### src/hw/rtl/tower_sketch_conservative_update_defines.svh
// Assertion macros shared by the tower sketch RTL.
// Included by the controller and the datapath; no other dependencies.
`ifndef TOWER_SKETCH_CONSERVATIVE_UPDATE_DEFINES_SVH
`define TOWER_SKETCH_CONSERVATIVE_UPDATE_DEFINES_SVH

// Checked on every clock edge outside reset
`define TSCU_ASSERT(label, prop, msg) \
    label: assert property (@(posedge i_clk) disable iff (!i_rst_n) prop) \
        else $error(msg);

// Checked on every clock edge, reset included
`define TSCU_ASSERT_ALWAYS(label, prop, msg) \
    label: assert property (@(posedge i_clk) prop) \
        else $error(msg);

`endif

### src/hw/rtl/tscu_pkg.sv
// Shared constants and controller/datapath interface types for the tower sketch.
// No dependencies.
package tscu_pkg;

    localparam int WORD_W            = 32;
    localparam int ROW_SLOTS         = 5;
    localparam int DEF_WORDS_PER_ROW = 1024;
    localparam int DEF_ROWS          = 5;
    // width of the per-row reciprocal used for the index reduction
    localparam int RECIP_W           = 34;

    // commands from the controller, one step of an item each
    typedef struct packed {
        logic clear;
        logic load;
        logic quot;
        logic rem;
        logic read;
        logic calc;
        logic write;
        logic out_load;
    } t_dp_cmd;

    // status back to the controller
    typedef struct packed {
        logic clr_last;
        logic op_query;
    } t_dp_status;

endpackage

### src/hw/rtl/tscu_ctrl.sv
// Sequencer for the tower sketch: clearing pass, item steps, output word valid.
// Depends on tscu_pkg and the assertion macro header.
`include "tower_sketch_conservative_update_defines.svh"

module tscu_ctrl
    import tscu_pkg::*;
(
    input  logic       i_clk,
    input  logic       i_rst_n,
    input  logic       i_in_valid,
    output logic       o_in_stall,
    output logic       o_out_valid,
    input  logic       i_out_stall,
    output t_dp_cmd    o_cmd,
    input  t_dp_status i_status
);

    typedef enum logic [2:0] {
        S_CLEAR,
        S_IDLE,
        S_QUOT,
        S_REM,
        S_READ,
        S_CALC,
        S_WRITE
    } t_state;

    t_state r_state, n_state;
    logic   r_out_valid, n_out_valid;

    // next state, commands and output valid
    always_comb begin
        n_state     = r_state;
        n_out_valid = r_out_valid && i_out_stall;
        o_cmd       = '0;
        case (r_state)
            S_CLEAR: begin
                o_cmd.clear = 1'b1;
                if (i_status.clr_last) begin
                    n_state = S_IDLE;
                end
            end
            S_IDLE: begin
                if (i_in_valid) begin
                    o_cmd.load = 1'b1;
                    n_state    = S_QUOT;
                end
            end
            S_QUOT: begin
                o_cmd.quot = 1'b1;
                n_state    = S_REM;
            end
            S_REM: begin
                o_cmd.rem = 1'b1;
                n_state   = S_READ;
            end
            S_READ: begin
                o_cmd.read = 1'b1;
                n_state    = S_CALC;
            end
            S_CALC: begin
                o_cmd.calc = 1'b1;
                n_state    = S_WRITE;
            end
            S_WRITE: begin
                // inserts write back; queries wait for a free output register
                if (!i_status.op_query) begin
                    o_cmd.write = 1'b1;
                    n_state     = S_IDLE;
                end else if (!r_out_valid || !i_out_stall) begin
                    o_cmd.out_load = 1'b1;
                    n_out_valid    = 1'b1;
                    n_state        = S_IDLE;
                end
            end
            default: begin
                n_state = S_IDLE;
            end
        endcase
    end

    // state and registered outputs
    always_ff @(posedge i_clk) begin
        if (!i_rst_n) begin
            r_state     <= S_CLEAR;
            r_out_valid <= 1'b0;
        end else begin
            r_state     <= n_state;
            r_out_valid <= n_out_valid;
        end
    end

    assign o_in_stall  = (r_state != S_IDLE);
    assign o_out_valid = r_out_valid;

    `TSCU_ASSERT(a_out_load_free, o_cmd.out_load |-> (!r_out_valid || !i_out_stall), "output overwritten")
    `TSCU_ASSERT(a_valid_from_query, $rose(r_out_valid) |-> $past(r_state == S_WRITE && i_status.op_query), "result word without a query")
    `TSCU_ASSERT_ALWAYS(a_reset_clears, !i_rst_n |=> (r_state == S_CLEAR && !r_out_valid), "reset did not start the clearing pass")

endmodule

### config.mk
export PLATFORM = sky130hd
export DESIGN_NAME = tscu_ctrl
export DESIGN_NICKNAME = d
export VERILOG_FILES = /design/src/hw/rtl/tscu_pkg.sv /design/src/hw/rtl/tscu_ctrl.sv
export VERILOG_INCLUDE_DIRS = /design/src /design/src/hw/rtl
export SDC_FILE = /design/constraint.sdc
export NUM_CORES = 1
export LEC_CHECK = 0
export BUFFER_PORTS_ARGS = -buffer_cell sky130_fd_sc_hd__buf_2
export CELL_PAD_IN_SITES_DETAIL_PLACEMENT = 1
export CELL_PAD_IN_SITES_GLOBAL_PLACEMENT = 2
export CORE_MARGIN = 3
export CORE_UTILIZATION = 18
export CTS_CLUSTER_SIZE = 28
export DETAILED_ROUTE_END_ITERATION = 8
export PLACE_DENSITY_LB_ADDON = 0.1
export SETUP_SLACK_MARGIN = 0.1
export SLEW_MARGIN = 0
export SYNTH_ARGS = -nofsm -noshare
export SYNTH_HDL_FRONTEND = slang
export SYNTH_SLANG_ARGS = --single-unit
### constraint.sdc
create_clock -name i_clk -period 1.3 [get_ports i_clk]
set_input_delay 0.39 -clock i_clk [delete_from_list [all_inputs] [get_ports i_clk]]
set_output_delay 0.39 -clock i_clk [all_outputs]
set_load 0.02 [all_outputs]
==> flow_summary.ini <==
[status]
status = finished with violations
violations = setup timing

[grt]
grt_max_degree = 8
antenna_found_initial = 0
gr-usage-all-layers = 0.1191
grt_pass1_vias = 416
overflow = 0
grt_pass1_wl_mm = 1.690

[critical_path]
startpoint_type = flop
worstPathMaxFanout = 3
r2r-start = r_state[0]
required_ns = 0.91
rr_endpoint = r_state[0]
reg2reg_depth = 4
crit_type = flop to output pin
critPathArrivalTime_ns = 1.18
rrSetupSlack_ns = 0.12
end_kind = output pin

[routing]
vias = 361
routedWlPerCell_um = 12.81
drt-pass1-iter-count = 1
viasPerCell = 4.688
drtIter0Drc = 0
drt-total-wl_um = 986
ant_nets = 0
drc = 0

[floorplanning]
pin_count = 16
rows = 13
core_sq_um = 1318
die_w_um = 43.84
start_util = 0.1956
die_area_sq_um = 1922
die_y_um = 43.84

[clocking]
clk_pin_slew_ns = 0.03
cts_tree = done
cts_sinks = 4
cts_hold_buffers = 0
numCtsBuffers = 3
cts_max_level = 1
clk_latency_ns = 0.23
ctsRootBufferMaster = clkbuf_4
clk_path_buf_depth = 2

[place]
post-place-cells = 72
dpl.hpwl_um = 832.1
io_buffers = 15
globalplace.congestion = 0.7483
place_ws_ns = -0.07971
placed_cell_area_sq_um = 469.2

[cells_and_area]
fillers = 163
nNetsFinal = 70
final_cell_area_sq_um = 600.6
regArea_sq_um = 90.09
diodes = 0
stdcell_count = 77
area_growth_pct = 133.0
drive_above_1_share = 0.7903
multiInputGateArea_sq_um = 237.7

[sta]
fin_worst_skew_ns = 0.0002907
worst_slew_pin_slew_ns = 0.2366
setup_viol = 9
fin_crit_sh = 1.207
rsz0062_at_grt = true
fmax_ghz = 0.6373
period_minus_slack_ns = 1.569
final_hold_viol_count = 0
tns_ns = -1.683
relSlewSlack = 0.8417
worst_slack_ns = -0.2691
drv_slew = 0

[power_and_ir_drop]
power.density_nw_per_um2 = 838.1
ir_drop_v = 0.0005071
p_leak_nw = 0.2533

[synth]
async_flop_share = 0
ys.warnings.count = 0
synthDistinctLibCells = 21
synth_largest_area_cell = dfxtp_1
synth_edf_count = 0
ys_ff_latch = 4
netlist_instances = 35
syn_area_per_cell_sq_um = 7.364
synth.area.top_cells = dfxtp_1, a21oi_1, nor3_1
synth_nets = 41
synth_seq_area_share = 0.3107
synth.top_cells.by_count = dfxtp_1, nor2_1, a21oi_1, inv_1, nor3_1
synth_top_area_frac = 0.3107
netlist_area_sq_um = 257.7
synth_flop_cell = dfxtp_1

[hold_path]
holdPathStages = 2
hp-start = i_rst_n
min_path_type = primary input to flop
hold_end = r_state[1]

[job]
drv_cap = 0
## what timing repair did
item | 4_1_cts | 5_1_grt
resized for setup | 16 | 13
hold endpoints to repair | 0 | 0
setup buffers | 1 | 1
pin swaps | 3 | 4
setup endpoints to repair | 11 | 12
cloned | 0 | 0
## report_power, final
part           switching (mW)  internal, mW  total (mW)  leakage [nW]
Combinational           0.101         0.111       0.212         0.205
Sequential             0.0121         0.131       0.143        0.0349
Clock                  0.0453         0.103       0.148        0.0138
## sequential cells by signal, summed over array words and instances (netlist names)
register     cells
o_out_valid      1
r_state          3
## placed cells by master, fill, tap and decap left out, types with 2 or more instances in the layout
cell,netlist,final
nand2_1,2,2
nor3_2,0,2
dfxtp_4,0,2
dfxtp_2,0,2
buf_6,1,7
nor2_1,4,2
buf_2,1,5
buf_4,1,15
clkbuf_4,0,3
## metal layers
layer  share of wire  vias to the layer above  wire length (um)  GRT usage
li1                -                      181                 -          -
met1            0.36                      169               353     0.1059
met2            0.60                       11               589     0.2413
met3           0.044                        0                43    0.01660
met4               0                        0                 0    0.07229
met5               0                        -                 0          0
## worst max path at each step
stage	from	cells after the start	to
after floorplan	r_state[1]	3	o_cmd[1]
after global placement	i_status[0]	3	o_cmd[1]
after detailed placement	i_status[0]	4	o_cmd[0]
after CTS	r_state[0]	4	o_cmd[0]
after global routing	r_state[0]	4	o_cmd[0]
final	r_state[0]	4	o_cmd[0]
## critical path: stages (launching register included)
cell and delay [ns]:
dfxtp_2 0.33, buf_6 0.11, nand4b_1 0.21, a21oi_2 0.15
buf_4 0.15
## per-stage QoR
step	power, mW	hold slack (ns)	util
floorplan	0.2450	0.5077	-
global placement	0.3039	0.5265	0.3561
detailed placement	0.3092	0.5691	0.3561
CTS	0.4921	0.3992	0.4131
global route	0.5350	0.4197	0.4558
finish	0.5033	0.4072	0.4558
## final cells by class
class                   instances  area share
inverters                       3     0.02500
well taps                      15     0.03125
multi-input cells              25      0.3958
flip-flops and latches          4      0.1500
clock buffers                   3     0.03750
repair buffers                 27      0.3604
## cells by family after synthesis
family / after synthesis / share of synthesized area
AOI/OAI and AO/OA: 8 / 0.1942
DFF: 4 / 0.3107
buffers and inverters: 6 / 0.1359
and+or+nand+nor: 17 / 0.3593
Note: power is estimated with default switching activity, not from simulation.
